--- config.mk ---
export PLATFORM = sky130hd
export DESIGN_NAME = spdy_frame_deframer
export DESIGN_NICKNAME = d
export VERILOG_FILES = /design/src/rtl/sfd_pkg.sv /design/src/rtl/sfd_cfg_regs.sv /design/src/rtl/sfd_parser.sv /design/src/rtl/sfd_out_queue.sv /design/src/rtl/spdy_frame_deframer.sv
export VERILOG_INCLUDE_DIRS = /design/src /design/src/rtl
export SDC_FILE = /design/constraint.sdc
export NUM_CORES = 1
export LEC_CHECK = 0
export BUFFER_PORTS_ARGS = -buffer_cell sky130_fd_sc_hd__buf_2
export CORE_ASPECT_RATIO = 0.6
export CORE_UTILIZATION = 55
export DETAILED_ROUTE_END_ITERATION = 6
export HOLD_SLACK_MARGIN = 0.15
export PLACE_DENSITY = 0.77
export SLEW_MARGIN = 20
export SYNTH_ARGS = -nofsm -noshare
export SYNTH_HDL_FRONTEND = slang
export SYNTH_SLANG_ARGS = --single-unit
--- constraint.sdc ---
create_clock -name clk -period 4.7 [get_ports clk]
set_input_delay 0.235 -clock clk [delete_from_list [all_inputs] [get_ports clk]]
set_output_delay 0.235 -clock clk [all_outputs]
set_load 0.01 [all_outputs]
--- src/rtl/assert_macros.svh ---
// ----------------------------------------------------------------------------
// Assertion macros shared by the deframer modules
// ----------------------------------------------------------------------------
`ifndef ASSERT_MACROS_SVH
`define ASSERT_MACROS_SVH

// Implication checked on every clock edge outside reset.
`define SFD_ASSERT_IMP(label, ante, cons, msg) \
  label: assert property (@(posedge clk) disable iff (rst) (ante) |-> (cons)) \
    else $error(msg);

// Antecedent now, consequent in the cycle after.
`define SFD_ASSERT_NEXT(label, ante, cons, msg) \
  label: assert property (@(posedge clk) disable iff (rst) (ante) |=> (cons)) \
    else $error(msg);

`endif

--- src/rtl/sfd_pkg.sv ---
// ----------------------------------------------------------------------------
// sfd_pkg
// Types and constants shared by the frame deframer modules.
// ----------------------------------------------------------------------------
`timescale 1ns / 1ps
`default_nettype none

package sfd_pkg;

  localparam int HEADER_BYTES = 8;
  localparam int MAX_RESULTS  = 3;

  localparam logic [3:0] HDR_LAST_COUNT = 4'(HEADER_BYTES - 1);
  localparam logic [3:0] SID_DONE_COUNT = 4'(HEADER_BYTES + 4);

  localparam logic [23:0] DEFAULT_MAX_CONTROL = 24'(64 * 1024);

  // control frame types
  localparam logic [15:0] T_SYN_STREAM = 16'd1;
  localparam logic [15:0] T_SYN_REPLY  = 16'd2;
  localparam logic [15:0] T_FIN_STREAM = 16'd3;
  localparam logic [15:0] T_NOOP       = 16'd4;

  // error codes
  localparam logic [1:0] ERR_UNKNOWN_TYPE = 2'd0;
  localparam logic [1:0] ERR_BAD_LENGTH   = 2'd1;
  localparam logic [1:0] ERR_TOO_LARGE    = 2'd2;
  localparam logic [1:0] ERR_BAD_VERSION  = 2'd3;

  // configuration register indexes
  localparam logic [2:0] CFG_EXPECTED_VERSION = 3'd0;
  localparam logic [2:0] CFG_MAX_CONTROL      = 3'd1;
  localparam logic [2:0] CFG_SYN_STREAM_MIN   = 3'd2;
  localparam logic [2:0] CFG_SYN_REPLY_MIN    = 3'd3;
  localparam logic [2:0] CFG_FIN_STREAM_LEN   = 3'd4;

  typedef enum logic [2:0] {
    EV_DATA       = 3'd0,
    EV_CTRL_BYTE  = 3'd1,
    EV_CTRL_DONE  = 3'd2,
    EV_STREAM_END = 3'd3,
    EV_ERROR      = 3'd4
  } event_kind_t;

  typedef enum logic [2:0] {
    PH_HEADER  = 3'd0,
    PH_DATA    = 3'd1,
    PH_CONTROL = 3'd2,
    PH_SKIP    = 3'd3,
    PH_ERROR   = 3'd4
  } phase_t;

  typedef struct packed {
    logic [14:0] expected_version;
    logic [23:0] max_control_payload;
    logic [7:0]  syn_stream_min_payload;
    logic [7:0]  syn_reply_min_payload;
    logic [7:0]  fin_stream_payload;
  } cfg_t;

  // All results caused by one input byte; they share stream id and byte.
  typedef struct packed {
    logic [1:0]                        count;
    event_kind_t [MAX_RESULTS-1:0]     kinds;
    logic [30:0]                       frame_sid;
    logic [7:0]                        payload_byte;
    logic [15:0]                       control_type;
    logic [1:0]                        fault_code;
    logic                              is_compressed;
  } bundle_t;

endpackage

`default_nettype wire

--- src/rtl/sfd_cfg_regs.sv ---
// ----------------------------------------------------------------------------
// sfd_cfg_regs
// Configuration registers, written through a plain index/data write port.
// ----------------------------------------------------------------------------
`timescale 1ns / 1ps
`default_nettype none

module sfd_cfg_regs (
  input  wire logic         clk,
  input  wire logic         rst,
  input  wire logic         cfg_write_en,
  input  wire logic [2:0]   cfg_index,
  input  wire logic [23:0]  cfg_data,
  output sfd_pkg::cfg_t     cfg
);
  import sfd_pkg::*;

  always_ff @(posedge clk) begin
    if (rst) begin
      cfg.expected_version       <= 15'd1;
      cfg.max_control_payload    <= DEFAULT_MAX_CONTROL;
      cfg.syn_stream_min_payload <= 8'd6;
      cfg.syn_reply_min_payload  <= 8'd6;
      cfg.fin_stream_payload     <= 8'd8;
    end else if (cfg_write_en) begin
      unique case (cfg_index)
        CFG_EXPECTED_VERSION: cfg.expected_version       <= cfg_data[14:0];
        CFG_MAX_CONTROL:      cfg.max_control_payload    <= cfg_data;
        CFG_SYN_STREAM_MIN:   cfg.syn_stream_min_payload <= cfg_data[7:0];
        CFG_SYN_REPLY_MIN:    cfg.syn_reply_min_payload  <= cfg_data[7:0];
        CFG_FIN_STREAM_LEN:   cfg.fin_stream_payload     <= cfg_data[7:0];
        default: ;
      endcase
    end
  end

endmodule

`default_nettype wire

--- src/rtl/sfd_parser.sv ---
// ----------------------------------------------------------------------------
// sfd_parser
// Frame state and per-byte decode: builds the result bundle for one byte.
// ----------------------------------------------------------------------------
`timescale 1ns / 1ps
`default_nettype none

module sfd_parser (
  input  wire logic         clk,
  input  wire logic         rst,
  input  wire logic         accept,
  input  wire logic [7:0]   stream_byte,
  input  sfd_pkg::cfg_t     cfg,
  output sfd_pkg::bundle_t  bundle
);
  import sfd_pkg::*;

  `include "assert_macros.svh"

  logic [63:0] header_store, header_store_next;
  logic [3:0]  header_count, header_count_next;
  phase_t      phase, phase_next;
  logic [23:0] bytes_remaining, bytes_remaining_next;
  logic [30:0] ctrl_sid, ctrl_sid_next;

  logic [63:0] h;
  logic [23:0] rem_dec;
  logic [30:0] sid_cur;
  logic        restart;
  logic        bad;
  logic [1:0]  code;

  assign h       = {header_store[55:0], stream_byte};
  assign rem_dec = bytes_remaining - 24'd1;

  // header checks; the last failing check sets the code
  always_comb begin
    bad  = 1'b0;
    code = ERR_UNKNOWN_TYPE;
    unique case (h[47:32])
      T_SYN_STREAM: if (h[23:0] < {16'd0, cfg.syn_stream_min_payload}) begin
        bad  = 1'b1;
        code = ERR_BAD_LENGTH;
      end
      T_SYN_REPLY: if (h[23:0] < {16'd0, cfg.syn_reply_min_payload}) begin
        bad  = 1'b1;
        code = ERR_BAD_LENGTH;
      end
      T_FIN_STREAM: if (h[23:0] != {16'd0, cfg.fin_stream_payload}) begin
        bad  = 1'b1;
        code = ERR_BAD_LENGTH;
      end
      T_NOOP: ;
      default: begin
        bad  = 1'b1;
        code = ERR_UNKNOWN_TYPE;
      end
    endcase
    if (h[62:48] != cfg.expected_version) begin
      bad  = 1'b1;
      code = ERR_BAD_VERSION;
    end
    if (h[23:0] > cfg.max_control_payload) begin
      bad  = 1'b1;
      code = ERR_TOO_LARGE;
    end
  end

  always_comb begin
    header_store_next    = header_store;
    header_count_next    = header_count;
    phase_next           = phase;
    bytes_remaining_next = bytes_remaining;
    ctrl_sid_next        = ctrl_sid;
    restart              = 1'b0;
    bundle               = '0;
    sid_cur              = ctrl_sid;

    unique case (phase)
      PH_HEADER: begin
        header_store_next = h;
        header_count_next = header_count + 4'd1;
        if (header_count == HDR_LAST_COUNT) begin
          if (!h[63]) begin
            if (h[23:0] == 24'd0) begin
              if (h[24]) begin
                bundle.count     = 2'd1;
                bundle.kinds[0]  = EV_STREAM_END;
                bundle.frame_sid = h[62:32];
              end
              restart = 1'b1;
            end else begin
              bytes_remaining_next = h[23:0];
              phase_next           = PH_DATA;
            end
          end else if (h[47:32] == T_NOOP) begin
            // swallowed silently, payload skipped
            if (h[23:0] == 24'd0) begin
              restart = 1'b1;
            end else begin
              bytes_remaining_next = h[23:0];
              phase_next           = PH_SKIP;
            end
          end else if (bad) begin
            bundle.count      = 2'd1;
            bundle.kinds[0]   = EV_ERROR;
            bundle.fault_code = code;
            phase_next        = PH_ERROR;
          end else if (h[23:0] == 24'd0) begin
            bundle.kinds[0]     = EV_CTRL_DONE;
            bundle.control_type = h[47:32];
            if (h[47:32] == T_SYN_REPLY && h[24]) begin
              bundle.count    = 2'd2;
              bundle.kinds[1] = EV_STREAM_END;
            end else begin
              bundle.count = 2'd1;
            end
            restart = 1'b1;
          end else begin
            bytes_remaining_next = h[23:0];
            ctrl_sid_next        = '0;
            phase_next           = PH_CONTROL;
          end
        end
      end

      PH_DATA: begin
        bundle.count         = 2'd1;
        bundle.kinds[0]      = EV_DATA;
        bundle.frame_sid     = header_store[62:32];
        bundle.payload_byte  = stream_byte;
        bundle.is_compressed = header_store[25];
        bytes_remaining_next = rem_dec;
        if (rem_dec == 24'd0) begin
          if (header_store[24]) begin
            bundle.count    = 2'd2;
            bundle.kinds[1] = EV_STREAM_END;
          end
          restart = 1'b1;
        end
      end

      PH_CONTROL: begin
        // first four payload bytes carry the stream id
        if (header_count < SID_DONE_COUNT) begin
          sid_cur           = {ctrl_sid[22:0], stream_byte};
          header_count_next = header_count + 4'd1;
        end
        ctrl_sid_next        = sid_cur;
        bundle.count         = 2'd1;
        bundle.kinds[0]      = EV_CTRL_BYTE;
        bundle.frame_sid     = sid_cur;
        bundle.payload_byte  = stream_byte;
        bytes_remaining_next = rem_dec;
        if (rem_dec == 24'd0) begin
          bundle.count        = 2'd2;
          bundle.kinds[1]     = EV_CTRL_DONE;
          bundle.control_type = header_store[47:32];
          if (header_store[47:32] == T_SYN_REPLY && header_store[24]) begin
            bundle.count    = 2'd3;
            bundle.kinds[2] = EV_STREAM_END;
          end
          restart = 1'b1;
        end
      end

      PH_SKIP: begin
        bytes_remaining_next = rem_dec;
        if (rem_dec == 24'd0) begin
          restart = 1'b1;
        end
      end

      PH_ERROR: ;

      default: ;
    endcase

    if (restart) begin
      header_store_next    = '0;
      header_count_next    = '0;
      bytes_remaining_next = '0;
      ctrl_sid_next        = '0;
      phase_next           = PH_HEADER;
    end
  end

  always_ff @(posedge clk) begin
    if (rst) begin
      header_store    <= '0;
      header_count    <= '0;
      phase           <= PH_HEADER;
      bytes_remaining <= '0;
      ctrl_sid        <= '0;
    end else if (accept) begin
      header_store    <= header_store_next;
      header_count    <= header_count_next;
      phase           <= phase_next;
      bytes_remaining <= bytes_remaining_next;
      ctrl_sid        <= ctrl_sid_next;
    end
  end

  `SFD_ASSERT_NEXT(a_error_sticks, phase == PH_ERROR, phase == PH_ERROR,
                   "error phase left without reset")
  `SFD_ASSERT_IMP(a_count_range, 1'b1, header_count <= SID_DONE_COUNT,
                  "header count past stream id bytes")
  `SFD_ASSERT_IMP(a_payload_left, phase == PH_DATA || phase == PH_CONTROL,
                  bytes_remaining != 24'd0, "payload phase with nothing left")

endmodule

`default_nettype wire

--- src/rtl/sfd_out_queue.sv ---
// ----------------------------------------------------------------------------
// sfd_out_queue
// Holds the result bundle of one byte and sends its results one beat each.
// ----------------------------------------------------------------------------
`timescale 1ns / 1ps
`default_nettype none

module sfd_out_queue (
  input  wire logic          clk,
  input  wire logic          rst,
  input  wire logic          load,
  input  sfd_pkg::bundle_t   bundle,
  output logic               can_load,
  output logic               out_valid,
  input  wire logic          out_stall,
  output logic [2:0]         event_kind,
  output logic [30:0]        frame_sid,
  output logic [7:0]         payload_byte,
  output logic [15:0]        control_type,
  output logic [1:0]         fault_code,
  output logic               is_compressed,
  output logic               last_of_run
);
  import sfd_pkg::*;

  `include "assert_macros.svh"

  bundle_t     burst;
  logic        busy;
  logic [1:0]  idx;
  logic        take;
  logic        last;
  event_kind_t kind;

  assign out_valid = busy;
  assign take      = busy && !out_stall;
  assign last      = idx == (burst.count - 2'd1);
  assign can_load  = !busy || (take && last);
  assign kind      = burst.kinds[idx];

  always_comb begin
    event_kind    = kind;
    frame_sid     = burst.frame_sid;
    last_of_run   = last;
    payload_byte  = (kind == EV_DATA || kind == EV_CTRL_BYTE) ? burst.payload_byte : 8'd0;
    control_type  = (kind == EV_CTRL_DONE) ? burst.control_type : 16'd0;
    fault_code    = (kind == EV_ERROR) ? burst.fault_code : 2'd0;
    is_compressed = (kind == EV_DATA) ? burst.is_compressed : 1'b0;
  end

  always_ff @(posedge clk) begin
    if (rst) begin
      busy <= 1'b0;
      idx  <= '0;
    end else if (load) begin
      busy <= 1'b1;
      idx  <= '0;
    end else if (take) begin
      if (last) begin
        busy <= 1'b0;
      end else begin
        idx <= idx + 2'd1;
      end
    end
  end

  always_ff @(posedge clk) begin
    if (load) begin
      burst <= bundle;
    end
  end

  `SFD_ASSERT_IMP(a_load_when_free, load, can_load && bundle.count != 2'd0,
                  "bundle loaded over pending results")
  `SFD_ASSERT_IMP(a_idx_in_burst, busy, idx < burst.count,
                  "beat index beyond bundle")
  `SFD_ASSERT_NEXT(a_hold_on_stall, busy && out_stall, busy && $stable(idx),
                   "result dropped while stalled")

endmodule

`default_nettype wire

--- src/rtl/spdy_frame_deframer.sv ---
// ----------------------------------------------------------------------------
// spdy_frame_deframer
// Byte-serial frame deframer: header gather, checks and result events.
// ----------------------------------------------------------------------------
// Usage:
//   Input channel (in_valid / in_stall) carries one stream byte per beat.
//   Output channel (out_valid / out_stall) carries one event per beat; the
//   last event caused by one input byte has last_of_run set.
//   Each byte is decoded in the cycle it is accepted; its events appear on
//   the output from the next cycle on.
//   A byte yields zero to three events. Bytes producing at most one event
//   are taken every cycle while out_stall is low; a byte producing more
//   holds the input while the single output register drains them, one a beat.
//   The next byte is accepted in the same cycle the last pending event
//   leaves, so a waiting byte that yields events keeps the register full.
//   A stalled receiver holds the current event; the input stalls once the
//   pending events are not drained.
//   Reset (rst, synchronous) restores register defaults, drops pending
//   events and restarts at a frame header. After a header error the block
//   keeps taking bytes but reports nothing until reset.
//   Configuration writes (cfg_write_en) are to be made only while the block is idle; the block does not enforce this.
// ----------------------------------------------------------------------------
`timescale 1ns / 1ps
`default_nettype none

module spdy_frame_deframer (
  input  wire logic         clk,
  input  wire logic         rst,
  input  wire logic         cfg_write_en,
  input  wire logic [2:0]   cfg_index,
  input  wire logic [23:0]  cfg_data,
  input  wire logic         in_valid,
  output logic              in_stall,
  input  wire logic [7:0]   stream_byte,
  output logic              out_valid,
  input  wire logic         out_stall,
  output logic [2:0]        event_kind,
  output logic [30:0]       frame_sid,
  output logic [7:0]        payload_byte,
  output logic [15:0]       control_type,
  output logic [1:0]        fault_code,
  output logic              is_compressed,
  output logic              last_of_run
);
  import sfd_pkg::*;

  cfg_t    cfg;
  bundle_t bundle;
  logic    can_load;
  logic    accept;
  logic    load;

  assign in_stall = !can_load;
  assign accept   = in_valid && can_load;
  assign load     = accept && (bundle.count != 2'd0);

  sfd_cfg_regs u_cfg (
    .clk          (clk),
    .rst          (rst),
    .cfg_write_en (cfg_write_en),
    .cfg_index    (cfg_index),
    .cfg_data     (cfg_data),
    .cfg          (cfg)
  );

  sfd_parser u_parser (
    .clk         (clk),
    .rst         (rst),
    .accept      (accept),
    .stream_byte (stream_byte),
    .cfg         (cfg),
    .bundle      (bundle)
  );

  sfd_out_queue u_out (
    .clk           (clk),
    .rst           (rst),
    .load          (load),
    .bundle        (bundle),
    .can_load      (can_load),
    .out_valid     (out_valid),
    .out_stall     (out_stall),
    .event_kind    (event_kind),
    .frame_sid     (frame_sid),
    .payload_byte  (payload_byte),
    .control_type  (control_type),
    .fault_code    (fault_code),
    .is_compressed (is_compressed),
    .last_of_run   (last_of_run)
  );

endmodule

`default_nettype wire
# Word level (Yosys, flattened, before mapping)
# Index checks and enable logic that the tools add are counted.
# totals
reg_bits	260
output_inout_bits	64
elab_cells	198
# classes
add_sub_neg	4
n_lt_le_gt_ge	5
n_eq_ne	29
muxes	92
bitwise	5
reduce_logical	41
# op_table
operator	n
$mux 31	8
$mux 24	6
$mux 63	2
$pmux 37 s3	1
$mux 16	4
$pmux 31 s2	1
$mux 18	3
$eq 16x2->1 const B	3
$logic_not 24->1	2
$lt 24x8->1	2
$pmux 24 s2	1
$mux 3	15
$mux 37	1
$mux 34	1
$mux 33	1
$pmux 16 s2	1
$mux 2	14
$gt 24x24->1	1
$ne 24x8->1	1
$sub 24x1->24 const B	1
$mux 1	20
$reduce_and 2->1	9
$eq 16x1->1 const B	1
$eq 16x3->1 const B	1
37 further kinds	76

# Longest topological paths before layout
# Gate-level depths: netlist (run 1).
# depth
ltp_word	14
mapped_depth	13

# Modules after synthesis
# A second synthesis (run 1) with hierarchy kept.
# unflattened
hier_cells	1423
area_unflattened_um2	13357.8
# by_module_without_submodules
module	instances	cells_each	area_each_um2	seq_area_each_um2
sfd_parser	1	1018	7956.4	2502.4
sfd_out_queue	1	161	2785.2	2132.0
sfd_cfg_regs	1	241	2596.2	1261.2
spdy_frame_deframer	1	3	20.0	0.0

# Least setup slack after synthesis (run 1)
# OpenSTA, ideal clock, no wires.
# synth_path
path_type	register to register
from	register u_parser.bytes_remaining[13]
to	register u_out.burst[0] (netlist bit) (enable)
arrival_ps	4319
t_required_ps	4272
path_slack_ps	-47
stages_incl_launch_ff	11
path_buffers	2
path_cell_list	dfxtp_1 buf_6 or4_1 buf_2 or4_4 or4_4 xnor2_2 nor4b_1 nand3b_1 nand2_1 o21a_1
# synth_between
elab_chain_len	6
# synth_rtl
item	line	text
start: declaration	sfd_parser.sv:23	logic [23:0] bytes_remaining, bytes_remaining_next;
start signal: assignment	sfd_parser.sv:199	bytes_remaining <= bytes_remaining_next;
$sub 24x1->24 (*)	sfd_parser.sv:34	assign rem_dec = bytes_remaining - 24'd1;
$logic_not 24->1 (*)	sfd_parser.sv:134, sfd_parser.sv:155	
$mux 8 or $mux 2 (tied branches)	sfd_parser.sv:155, sfd_parser.sv:134	
$pmux 2 s3 (*)	sfd_parser.sv:79	unique case (phase)
$reduce_bool 2->1 (*)	spdy_frame_deframer.sv:55	assign load = accept && (bundle.count != 2'd0);
$logic_and 1x1->1 (*)	spdy_frame_deframer.sv:55	
named net load	spdy_frame_deframer.sv:51	logic load;
end signal: assignment	sfd_out_queue.sv:69	burst <= bundle;
end: declaration	sfd_out_queue.sv:28	bundle_t burst;
# The timed path passes the listed nets; every way through them passes the cells marked *.
# A chain may end at the register's enable or synchronous reset.

# Final worst setup path (run 1)
# layout_path
from	register u_parser.bytes_remaining[13]
to	register u_parser.ctrl_sid[19]
# layout_between
elab_chain_len	6
# layout_rtl
item	line	text
$sub 24x1->24 (*)	sfd_parser.sv:34	
$logic_not 24->1 (*)	sfd_parser.sv:134, sfd_parser.sv:155, sfd_parser.sv:169	
$mux 1 (*)	sfd_parser.sv:134, sfd_parser.sv:155, sfd_parser.sv:169	
$pmux 1 s2 (*)	sfd_parser.sv:79	
$ne 3x1->1 (no line) (tied with other cells)	-	
$reduce_and 7->1 (no line)	-	
end signal: assignment	sfd_parser.sv:200	ctrl_sid <= ctrl_sid_next;
end: declaration	sfd_parser.sv:24	logic [30:0] ctrl_sid, ctrl_sid_next;
# Every way passes the cells marked *; elsewhere a longest branch is shown, timed or not.

==> key figures, run 1 <==
STA
  • Relative slew margins: 20.92%
  • Final setup vio count: 0
  • Slew @ Worst Pin: 1.183 ns
  • Final-report hold violation count: 0
  • RSZ-0062 raised after global routing: false
  • Fin crit period: 4.217 ns
  • Fmax: 0.2372 GHz
  • Setup TNS: 0 ns
  • Final period utilization: 89.72%
  • Max Clock Skew: 0.01383 ns
  • Pins Over Slew Limit: 0
  • Hold Slack: 0.1784 ns

Routing
  • Antenna Nets Post-Route: 0
  • Vias post-DR: 12541
  • DRC: 0
  • Detailed Route Iter0 Violations: 1611
  • WL/cell: 21.71 µm
  • DRT Wirelength: 41840 µm
  • TritonRoute pass-1 iters: 6
  • Vias per cell: 6.508

Floorplanning
  • Site Rows: 43
  • Die width: 203.8 µm
  • Top Ports: 104
  • Initial Util: 57.17%
  • CORE AREA: 23510 µm²
  • Die ar.: 25090 µm²
  • DIE HEIGHT: 123.1 µm

Placement
  • Placed cell area: 13920 µm²
  • Hpwl dp: 28100 µm
  • RePlAce Congestion: 0.9548
  • Dpl cells: 1857
  • PortBufs: 103

Clocking
  • H-tree depth: 1
  • CTS tree: built
  • Reg clk slew, reported paths: 0.07 ns
  • Clock Tree Buf Depth: 3
  • Root Buffer: clkbuf_16
  • Clock sink count: 256
  • Clock Latency Late Sink: 0.54 ns
  • # Post-CTS Setup Buffers: 0
  • TritonCTS buffer count: 24

Logic synthesis
  • Cell taking the most area after synthesis: dfxtp_1
  • Post-Synthesis Cells: 1559
  • Synth Area in Simple Gates: 22.05%
  • Asr flop ratio synth: 0%
  • Largest family of logic cells by synthesized area: simple AND/OR/NAND/NOR gates
  • Mapped cell area: 13440 µm²
  • Synth top area share: 28.45%
  • Total of warnings raised by yosys: 0
  • Xor and xnor area share after synthesis: 2.206%
  • Post-synthesis mux area share: 0.2979%
  • Synth Area in Compound Gates: 21.87%
  • Synthesized flop and latch total: 256
  • Post-synthesis adder-cell area fraction: 3.816%
  • Syn Nets: 1640
  • Count of different cell masters after synthesis: 74
  • Most common library cells after synthesis: nand2_1 (200), dfxtp_1 (191), a21oi_1 (147), clkbuf_1 (106), nand3_1 (101)
  • Number of synthesized flops with an enable pin: 65
  • Ranking of synthesized cells by area: dfxtp_1 (28%), edfxtp_1 (15%), nand2_1 (5.6%)
  • Mean post-synth cell area: 8.622 µm²
  • Sequential fraction of the synthesis area: 42.97%
  • Most frequent cell after synthesis: nand2_1
  • Prevailing post-synth register cell: dfxtp_1

Run status
  • Status: complete, no violations

Hold path
  • Hold depth: 5
  • Worst hold path type: input port to register

Power
  • Psw: 1096 µW
  • Power Internal: 3666 µW
  • Flop pwr share: 48.2%
  • P_leak: 0.005656 µW
  • Peak VDD IR: 0.2371 mV
  • Sw Ratio: 23.02%
  • Clock power share: 46.0%
  • Pwr Density: 316.2 nW/µm²
  • Gate power share: 5.9%

GRT
  • Total global-route track usage: 32.48%
  • Global-route wire length before repair: 63130 µm
  • Largest net degree at the start of global routing: 102
  • Grt total ovfl: 0
  • Initial antenna violation count: 0
  • Vias in the first global route: 11219

Worst setup path
  • CP Max Fanout: 21
  • CP endpoint kind: register
  • Kind of start point of the critical path: register
  • CP arrival: 4.62 ns
  • Setup CP Type: register to register
  • Reg2reg path depth: 9
  • CP required: 5.10 ns

Finish
  • NumNets Final: 1675
  • Layout area overhead: 12.04%
  • Share of layout cells above drive strength 1: 12.34%
  • Number of diodes: 0
  • Design area: 15060 µm²
  • Fin cells: 1927
  • Final Core Density: 64.05%

Run
  • Max_cap viols: 0
==> power groups by stage <==
stage	registers, µW	clock network, µW	logic [µW]
after floorplan	2330	0	159
after global placement	2340	0	244
after detailed placement	2340	0	251
after CTS	2290	2190	269
after global routing	2290	2280	302
final	2290	2190	280
==> metrics by stage <==
step	worst slack [ns]	total power, µW
floorplan	0.6136	2490
global placement	0.8124	2584
detailed placement	0.6846	2592
CTS	0.6217	4756
global route	0.4445	4872
finish	0.4833	4762
==> cells in the final DEF, fill, tap and decap left out, types with 5 or more instances in the layout <==
cell and instances:
nand3_1 101, a211o_1 5, dfxtp_1 191, a21o_1 5, nor3_1 29, o31ai_1 12, nand2b_1 7, a221o_1 31
a22o_1 49, or2_2 5, o211ai_1 45, buf_2 103, a31oi_1 6, xnor2_1 26, clkbuf_16 25, xor2_1 6
o21ai_0 68, bufinv_16 6, buf_4 30, nand4_1 24, nor4_1 22, and3_1 49, and2_1 39, ha_1 41
a211oi_1 12, or3_1 6, nor2_1 56, o311ai_0 11, a21oi_1 145, nand3b_1 10, nor2b_1 9, edfxtp_1 65
nand2_1 200, o32ai_1 8, inv_1 51, dlygate4sd3_1 26
==> final timing paths <==
kind	endpoint	slack (ns)	start
worst max-delay path	u_parser.ctrl_sid[19]	0.48	u_parser.bytes_remaining[13]
worst min-delay path	u_out.idx[0]	0.18	out_stall
worst max register to register	u_parser.ctrl_sid[19]	0.48	u_parser.bytes_remaining[13]
worst min register to register	u_cfg.cfg[27]	0.46	u_cfg.cfg[27]
==> layer usage <==
metal	wire length [µm]	part of all wire (%)	vias up	global-route usage, %
met5	0	0	-	0
met4	673	1.6	0	6.673
met3	6282	15	63	11.28
met2	16290	39	781	44.32
met1	18590	44	5934	48.53
li1	-	-	5763	-
==> area by class of cell <==
type	instances	area, µm²
sequential	256	5776
clock buffer	26	629.4
fill	1942	8452
tap	315	394.1
inverter	52	195.2
multi-input combinational	1099	6775
timing repair buffer	161	1041
clock inverter	18	249.0
==> flip-flops by register name, indices dropped and copies added, names as in the netlist <==
name / cells
u_out.idx: 2
u_cfg.cfg: 63
u_out.burst: 34
u_parser.bytes_remaining: 24
u_parser.header_store: 63
u_parser.phase: 3
u_parser.header_count: 4
u_parser.ctrl_sid: 31
u_out.out_valid: 1
u_out.frame_sid: 31
==> repair_timing <==
action | in CTS | in global routing
hold buffers | 26 | 0
resized for setup | 0 | 0
endpoints found under the hold margin | 65 | 0
==> cells by family after synthesis <==
group | count (synthesis)
compound gates | 434
flops | 256
fa+ha+maj | 41
xor+xnor | 33
buf+inv | 204
mux | 4
simple gates | 587
==> critical path: stages (launching register included) <==
cell,delay [ns]
dfxtp_1,0.39
or4_1,0.67
or4_4,0.55
or4_4,0.46
xnor2_2,0.16
nor4b_1,0.56
nand3_1,0.61
buf_4,0.43
nand3_1,0.12
o21ai_0,0.11
Note: power is estimated with default switching activity, not from simulation.
==> run 2: changes to the inputs <==
- ABC_AREA: default -> 1
==> run 2 against run 1 <==
Routed wire length is 1.2% lower; maximum frequency rose by 16%; largest power group unchanged; total power up 1.5%; register-to-register slack gained 0.69 ns; sequential power about the same; largest cell class unchanged; synthesized cell count up 25%; utilization shrank 0.68 points; critical path type is now input port to register.
==> key figures, run 2 <==
Floorplanning
  • CORE AREA: 24550 µm² (was 23510 µm²)
  • Site Rows: 44 (was 43)
  • DIE HEIGHT: 125.4 µm (was 123.1 µm)
  • Top Ports: 104 (unchanged)
  • Die ar.: 26050 µm² (was 25090 µm²)
  • Die width: 207.7 µm (was 203.8 µm)
  • Initial Util: 56.88% (was 57.17%)

GRT
  • Largest net degree at the start of global routing: 77 (was 102)
  • Total global-route track usage: 31.45% (was 32.48%)
  • Grt total ovfl: 0 (unchanged)
  • Vias in the first global route: 11858 (was 11219)
  • Initial antenna violation count: 0 (unchanged)
  • Global-route wire length before repair: 65250 µm (was 63130 µm)

STA
  • Slew @ Worst Pin: 1.014 ns (was 1.183 ns)
  • Final setup vio count: 0 (unchanged)
  • Hold Slack: 0.2363 ns (was 0.1784 ns)
  • Fin crit period: 3.630 ns (was 4.217 ns)
  • Pins Over Slew Limit: 0 (unchanged)
  • Setup TNS: 0 ns (unchanged)
  • Setup ws final: 1.070 ns (was 0.4833 ns)
  • Max Clock Skew: 0.01101 ns (was 0.01383 ns)
  • Fmax: 0.2754 GHz (was 0.2372 GHz)
  • Relative slew margins: 32.37% (was 20.92%)
  • Final period utilization: 77.24% (was 89.72%)
  • RSZ-0062 raised after global routing: false (unchanged)
  • Final-report hold violation count: 0 (unchanged)

Routing
  • DRC: 0 (unchanged)
  • WL/cell: 17.56 µm (was 21.71 µm)
  • DRT Wirelength: 41330 µm (was 41840 µm)
  • Antenna Nets Post-Route: 0 (unchanged)
  • Vias per cell: 5.637 (was 6.508)
  • Vias post-DR: 13269 (was 12541)
  • TritonRoute pass-1 iters: 6 (unchanged)
  • Detailed Route Iter0 Violations: 1629 (was 1611)

Worst setup path
  • Kind of start point of the critical path: input port (was register)
  • Crit path max-delay cell type: dlygate4sd3_1 (was or4_1)
  • Reg2Reg Setup Slack: 1.17 ns (was 0.48 ns)
  • Setup CP Type: input port to register (was register to register)
  • Critical-path cell list: dlygate4sd3_1 > buf_2 > inv_1 > ha_1 > nand3_1 > nor3_1 > nand4_1 > a21oi_1 > nand2_1 > nand2_2 > inv_1 > nand2_1 > nand3_1 > buf_4 > inv_2 > o21ai_0 > a21oi_1 (was or4_1 > or4_4 > or4_4 > xnor2_2 > nor4b_1 > nand3_1 > buf_4 > nand3_1 > o21ai_0)
  • CP required: 5.16 ns (was 5.10 ns)
  • Reg2reg path depth: 16 (was 9)
  • CP Max Fanout: 20 (was 21)
  • CP max stage delay: 0.52 ns (was 0.67 ns)
  • CP arrival: 4.09 ns (was 4.62 ns)
  • Reg2Reg Capture Point: u_parser.bytes_remaining[19] (was u_parser.ctrl_sid[19])
  • Worst r2r src: u_parser.header_store[7] (was u_parser.bytes_remaining[13])
  • CP endpoint kind: register (unchanged)

Placement
  • RePlAce Congestion: 1.021 (was 0.9548)
  • Dpl cells: 2270 (was 1857)
  • Placement Setup Slack: 1.179 ns (was 0.6846 ns)
  • PortBufs: 103 (unchanged)
  • Hpwl dp: 29230 µm (was 28100 µm)

Logic synthesis
  • Total of warnings raised by yosys: 0 (unchanged)
  • Prevailing post-synth register cell: dfxtp_1 (unchanged)
  • Mapped cell area: 13970 µm² (was 13440 µm²)
  • Most common library cells after synthesis: nand2_1 (372), nor2_1 (327), inv_1 (232), dfxtp_1 (191), a21oi_1 (161) (was nand2_1 (200), dfxtp_1 (191), a21oi_1 (147), clkbuf_1 (106), nand3_1 (101))
  • Synth top area share: 27.38% (was 28.45%)
  • Post-Synthesis Cells: 1946 (was 1559)
  • Sequential fraction of the synthesis area: 41.35% (was 42.97%)
  • Cell taking the most area after synthesis: dfxtp_1 (unchanged)
  • Most frequent cell after synthesis: nand2_1 (unchanged)
  • Asr flop ratio synth: 0% (unchanged)
  • Synthesized flop and latch total: 256 (unchanged)
  • Syn Nets: 2027 (was 1640)
  • Mean post-synth cell area: 7.177 µm² (was 8.622 µm²)
  • Number of synthesized flops with an enable pin: 65 (unchanged)
  • Count of different cell masters after synthesis: 44 (was 74)
  • Ranking of synthesized cells by area: dfxtp_1 (27%), edfxtp_1 (14%), nand2_1 (10%) (was dfxtp_1 (28%), edfxtp_1 (15%), nand2_1 (5.6%))

Clocking
  • Root Buffer: clkbuf_16 (unchanged)
  • Clock Tree Buf Depth: 3 (unchanged)
  • TritonCTS buffer count: 25 (was 24)
  • H-tree depth: 1 (unchanged)
  • Clock Latency Late Sink: 0.53 ns (was 0.54 ns)
  • Resize count post-CTS: 0 (unchanged)
  • CTS tree: built (unchanged)
  • Clock sink count: 256 (unchanged)
  • Reg clk slew, reported paths: 0.07 ns (about the same)

Power
  • Pwr Density: 310.7 nW/µm² (was 316.2 nW/µm²)
  • P_leak: 0.006784 µW (was 0.005656 µW)
  • Peak VDD IR: 0.2178 mV (was 0.2371 mV)

Run status
  • Status: complete, no violations (unchanged)

Finish
  • Share of layout cells above drive strength 1: 10.73% (was 12.34%)
  • Most common cell after layout, fill and taps aside: nand2_1 (unchanged)
  • Number of diodes: 0 (unchanged)
  • Top flop regs: u_cfg.cfg x63, u_parser.header_store x63, u_out.burst x34 (unchanged)
  • Fin cells: 2354 (was 1927)
  • Reg area: 5776 µm² (unchanged)
  • Most frequent cells in the layout: nand2_1 (372), nor2_1 (327), inv_1 (230) (was nand2_1 (200), dfxtp_1 (191), a21oi_1 (145))
  • NumNets Final: 2095 (was 1675)
  • Area of the multi-input gates: 6608 µm² (was 6775 µm²)
  • Layout area overhead: 11.41% (was 12.04%)
  • Fill count: 2123 (was 1942)

Run
  • Max_cap viols: 0 (unchanged)

Hold path
  • Hold endpoint: u_out.out_valid (was u_out.idx[0])
  • Worst hold start: in_valid (was out_stall)
  • Hold depth: 5 (unchanged)
  • Worst hold path type: input port to register (unchanged)
-- run 2: cell types whose count changed in the layout (fill, tap and decap cells not counted), moves of 37 or more --
cell	change
inv_1	+179
o21ai_0	+64
nor2_1	+271
nand2_1	+172
and3_1	-49
a22o_1	-49
and2_1	-37
-- run 2: worst max-delay path by stage --
stage	from	end	slack [ns]
floorplan	u_parser.bytes_remaining[0]	u_out.burst[0]	1.08
global placement	stream_byte[0]	u_parser.bytes_remaining[12]	1.33
detailed placement	stream_byte[0]	u_parser.bytes_remaining[19]	1.18
CTS	stream_byte[0]	u_parser.bytes_remaining[19]	1.13
global route	stream_byte[0]	u_parser.bytes_remaining[19]	0.72
finish	stream_byte[0]	u_parser.bytes_remaining[19]	1.07
-- run 2: cells by family after synthesis --
group / after synthesis / synth area share, %
compound gates: 340 / 13.18
xor+xnor: 34 / 2.401
fa+ha+maj: 41 / 3.673
buf+inv: 362 / 11.33
flops: 256 / 41.35
simple gates: 913 / 28.06
-- run 2: stage by stage --
| step | power, µW | utilization, % | area (µm²) |
|---|---|---|---|
| 2_1_floorplan | 2678 | - | 13970 |
| 3_3_place_gp | 2813 | 58.42 | 14340 |
| 3_5_place_dp | 2822 | 58.42 | 14340 |
| 4_1_cts | 4835 | 63.37 | 15560 |
| 5_1_grt | 4996 | 63.37 | 15560 |
| 6_report | 4835 | 63.37 | 15560 |
-- run 2: worst max-delay path: cells and delay by family --
family,cells,cell delay (ns)
buf+inv,6,1.68
fa+ha+maj,1,0.36
simple gates,7,1.15
compound gates,3,0.66
-- run 2: cell type report --
type / instances / share of cell area, %
Inverter: 248 / 5.991
Tap cell: 322 / 2.589
Clock inverter: 15 / 0.8443
Clock buffer: 30 / 4.463
Sequential cell: 256 / 37.12
Multi-Input combinational cell: 1328 / 42.47
Timing Repair Buffer: 155 / 6.529
-- run 2: timing repair --
action                    in CTS  in global routing
hold buffers                  39                  0
setup buffers                  0                  0
hold endpoints to repair      74                  0
-- run 2: routing by layer --
| metal | vias to the layer above | track usage, % | wire length (µm) | part of all wire [%] |
|---|---|---|---|---|
| met4 | 0 | 5.490 | 502 | 1.2 |
| met5 | - | 0.7260 | 0 | 0 |
| li1 | 6409 | - | - | - |
| met3 | 37 | 10.02 | 5420 | 13 |
| met2 | 699 | 42.11 | 16080 | 39 |
| met1 | 6124 | 48.69 | 19330 | 47 |
-- run 2: power breakdown --
part           total [µW]  switching (µW)  internal [µW]
clock network        2020             898           1120
registers            2310            30.3           2280
logic                 503             340            163
total                4830            1270           3570
==> run 3: changes to the inputs <==
- CORE_UTILIZATION: 55 -> 60
- PLACE_DENSITY: 0.77 -> 0.8
- clock period: 4.7 -> 3.77 ns (I/O delays scaled with it)
==> run 3 against run 2 <==
Critical endpoint is now u_out.frame_sid[23]; register-to-register slack got worse by 0.92 ns; flip-flop and latch count unchanged; largest power group unchanged; largest cell class unchanged; routed wire length grew 1.8%.
==> key figures, run 3 (synthesized netlist as in run 2, its figures left out) <==
Run status
  • Status: complete, no violations (unchanged)

Floorplanning
  • Initial Util: 62.24% (was 56.88%)
  • Site Rows: 42 (was 44)
  • DIE HEIGHT: 120.2 µm (was 125.4 µm)
  • Die ar.: 23910 µm² (was 26050 µm²)
  • Top Ports: 104 (unchanged)
  • Die width: 199.0 µm (was 207.7 µm)
  • CORE AREA: 22440 µm² (was 24550 µm²)

Finish
  • Share of layout cells above drive strength 1: 10.61% (was 10.73%)
  • Most common cell after layout, fill and taps aside: nand2_1 (unchanged)
  • Design area: 15630 µm² (was 15560 µm²)
  • Most frequent cells in the layout: nand2_1 (372), nor2_1 (327), inv_1 (230) (unchanged)
  • Fill count: 1837 (was 2123)
  • Number of diodes: 0 (unchanged)
  • Top flop regs: u_cfg.cfg x63, u_parser.header_store x63, u_out.burst x34 (unchanged)
  • Layout area overhead: 11.94% (was 11.41%)
  • NumNets Final: 2108 (was 2095)

Worst setup path
  • Kind of start point of the critical path: register (was input port)
  • Setup CP Type: register to register (was input port to register)
  • Delay-heaviest family, CP: simple AND/OR/NAND/NOR gates (was buffers and inverters)
  • CP required: 3.98 ns (was 5.16 ns)
  • CP Buf/Inv Count: 3 (was 6)
  • CP max stage delay: 0.35 ns (was 0.52 ns)
  • Critical-path cell list: inv_1 > ha_1 > nand2_4 > nor2_8 > nand2_2 > xor2_2 > nand2_1 > nor2_1 > nand3_1 > nor2_1 > nand2_1 > nor2_1 > nor2_1 > nand2_1 > nand2_1 > inv_2 > buf_12 (was dlygate4sd3_1 > buf_2 > inv_1 > ha_1 > nand3_1 > nor3_1 > nand4_1 > a21oi_1 > nand2_1 > nand2_2 > inv_1 > nand2_1 > nand3_1 > buf_4 > inv_2 > o21ai_0 > a21oi_1)
  • CP Max Fanout: 40 (was 20)
  • Crit path max-delay cell type: dfxtp_1 (was dlygate4sd3_1)
  • CP endpoint kind: register (unchanged)
  • CP arrival: 3.73 ns (was 4.09 ns)

Clocking
  • Clock sink count: 256 (unchanged)
  • H-tree depth: 1 (unchanged)
  • CTS tree: built (unchanged)
  • Root Buffer: clkbuf_16 (unchanged)
  • # Post-CTS Setup Buffers: 0 (unchanged)
  • Clock Latency Late Sink: 0.55 ns (was 0.53 ns)
  • Resize count post-CTS: 0 (unchanged)
  • Reg clk slew, reported paths: 0.07 ns (about the same)
  • Clock Tree Buf Depth: 3 (unchanged)
  • TritonCTS buffer count: 24 (was 25)

STA
  • Fmax: 0.2840 GHz
  • Max Clock Skew: 0.03716 ns (was 0.01101 ns)
  • Final-report hold violation count: 0 (unchanged)
  • Final setup vio count: 0 (unchanged)
  • Setup TNS: 0 ns (unchanged)
  • Final period utilization: 93.40%
  • Slew @ Worst Pin: 1.025 ns (was 1.014 ns)
  • Pins Over Slew Limit: 0 (unchanged)
  • RSZ-0062 raised after global routing: false (unchanged)
  • Fin crit period: 3.521 ns
  • Relative slew margins: 31.03% (was 32.37%)

Routing
  • WL/cell: 17.88 µm (was 17.56 µm)
  • DRC: 0 (unchanged)
  • Vias per cell: 5.671 (was 5.637)
  • TritonRoute pass-1 iters: 6 (unchanged)
  • Vias post-DR: 13343 (was 13269)
  • DRT Wirelength: 42060 µm (was 41330 µm)
  • Antenna Nets Post-Route: 0 (unchanged)
  • Detailed Route Iter0 Violations: 2008 (was 1629)

Run
  • Max_cap viols: 0 (unchanged)

Power
  • Peak VDD IR: 0.3641 mV (was 0.2178 mV)
  • Pwr Density: 381.9 nW/µm² (was 310.7 nW/µm²)
  • P_leak: 0.006828 µW (was 0.006784 µW)

Placement
  • Hpwl dp: 29470 µm (was 29230 µm)
  • RePlAce Congestion: 0.9525 (was 1.021)
  • Placed cell area: 14430 µm² (was 14340 µm²)
  • PortBufs: 103 (unchanged)

GRT
  • Global-route wire length before repair: 64850 µm (was 65250 µm)
  • Total global-route track usage: 35.04% (was 31.45%)
  • Initial antenna violation count: 0 (unchanged)
  • Grt total ovfl: 0 (unchanged)
  • Largest net degree at the start of global routing: 71 (was 77)
  • Vias in the first global route: 11712 (was 11858)

Hold path
  • Worst hold path type: input port to register (unchanged)
## run 3: layer usage
layer	GRT usage [%]	wire (µm)	up-vias
li1	-	-	6417
met1	55.74	19540	6080
met2	46.98	16270	772
met3	8.368	5372	74
met4	7.308	876	0
met5	0	0	-
## run 3: repair_timing
action / 4_1_cts / 5_1_grt
hold endpoints to repair: 74 / 0
hold buffers: 43 / 0
endpoints found under the setup margin: 0 / 0
## run 3: cell type report
| class | instances | area (µm²) | area share, % |
|---|---|---|---|
| clock inverters | 5 | 60.06 | 0.3842 |
| multi-input cells | 1328 | 6608 | 42.27 |
| flip-flops and latches | 256 | 5776 | 36.94 |
| inverters | 248 | 932.1 | 5.962 |
| well taps | 308 | 385.4 | 2.465 |
| repair buffers | 169 | 1156 | 7.395 |
| clock buffers | 39 | 716.9 | 4.586 |
## run 3: path summary, 6_finish.rpt
path              slack, ns                   to  depth (start not counted)                   startpoint
hold reg to reg        0.46        u_cfg.cfg[23]                          2                u_cfg.cfg[23]
setup reg to reg       0.25  u_out.frame_sid[23]                         17  u_parser.bytes_remaining[0]
hold / removal         0.18         u_cfg.cfg[3]                          4                 cfg_write_en
setup / recovery       0.25  u_out.frame_sid[23]                         17  u_parser.bytes_remaining[0]
## run 3: through the flow
step / setup slack [ns] / utilization [%] / instances / hold slack, ns / power, µW
floorplan: 0.1494 / - / 1946 / 0.3017 / 3338
global route: 0.002807 / 69.67 / 2353 / 0.2194 / 6156
finish: 0.2488 / 69.67 / 2353 / 0.1764 / 5970
detailed placement: 0.4314 / 64.29 / 2266 / 0.4234 / 3525
global placement: 0.4661 / 64.29 / 2266 / 0.4056 / 3514
CTS: 0.3812 / 69.67 / 2353 / 0.1699 / 5955
## run 3: where the power goes
group	switching (µW)	internal, µW
combinational	429	209
clock	1080	1370
sequential	37.5	2840
## run 3: worst reg2reg max path: cells and delay by family (launching register included)
kind	cells	cell delay, ns
buf+inv	3	0.74
xor+xnor	1	0.33
flops	1	0.35
simple gates	12	1.39
fa+ha+maj	1	0.35
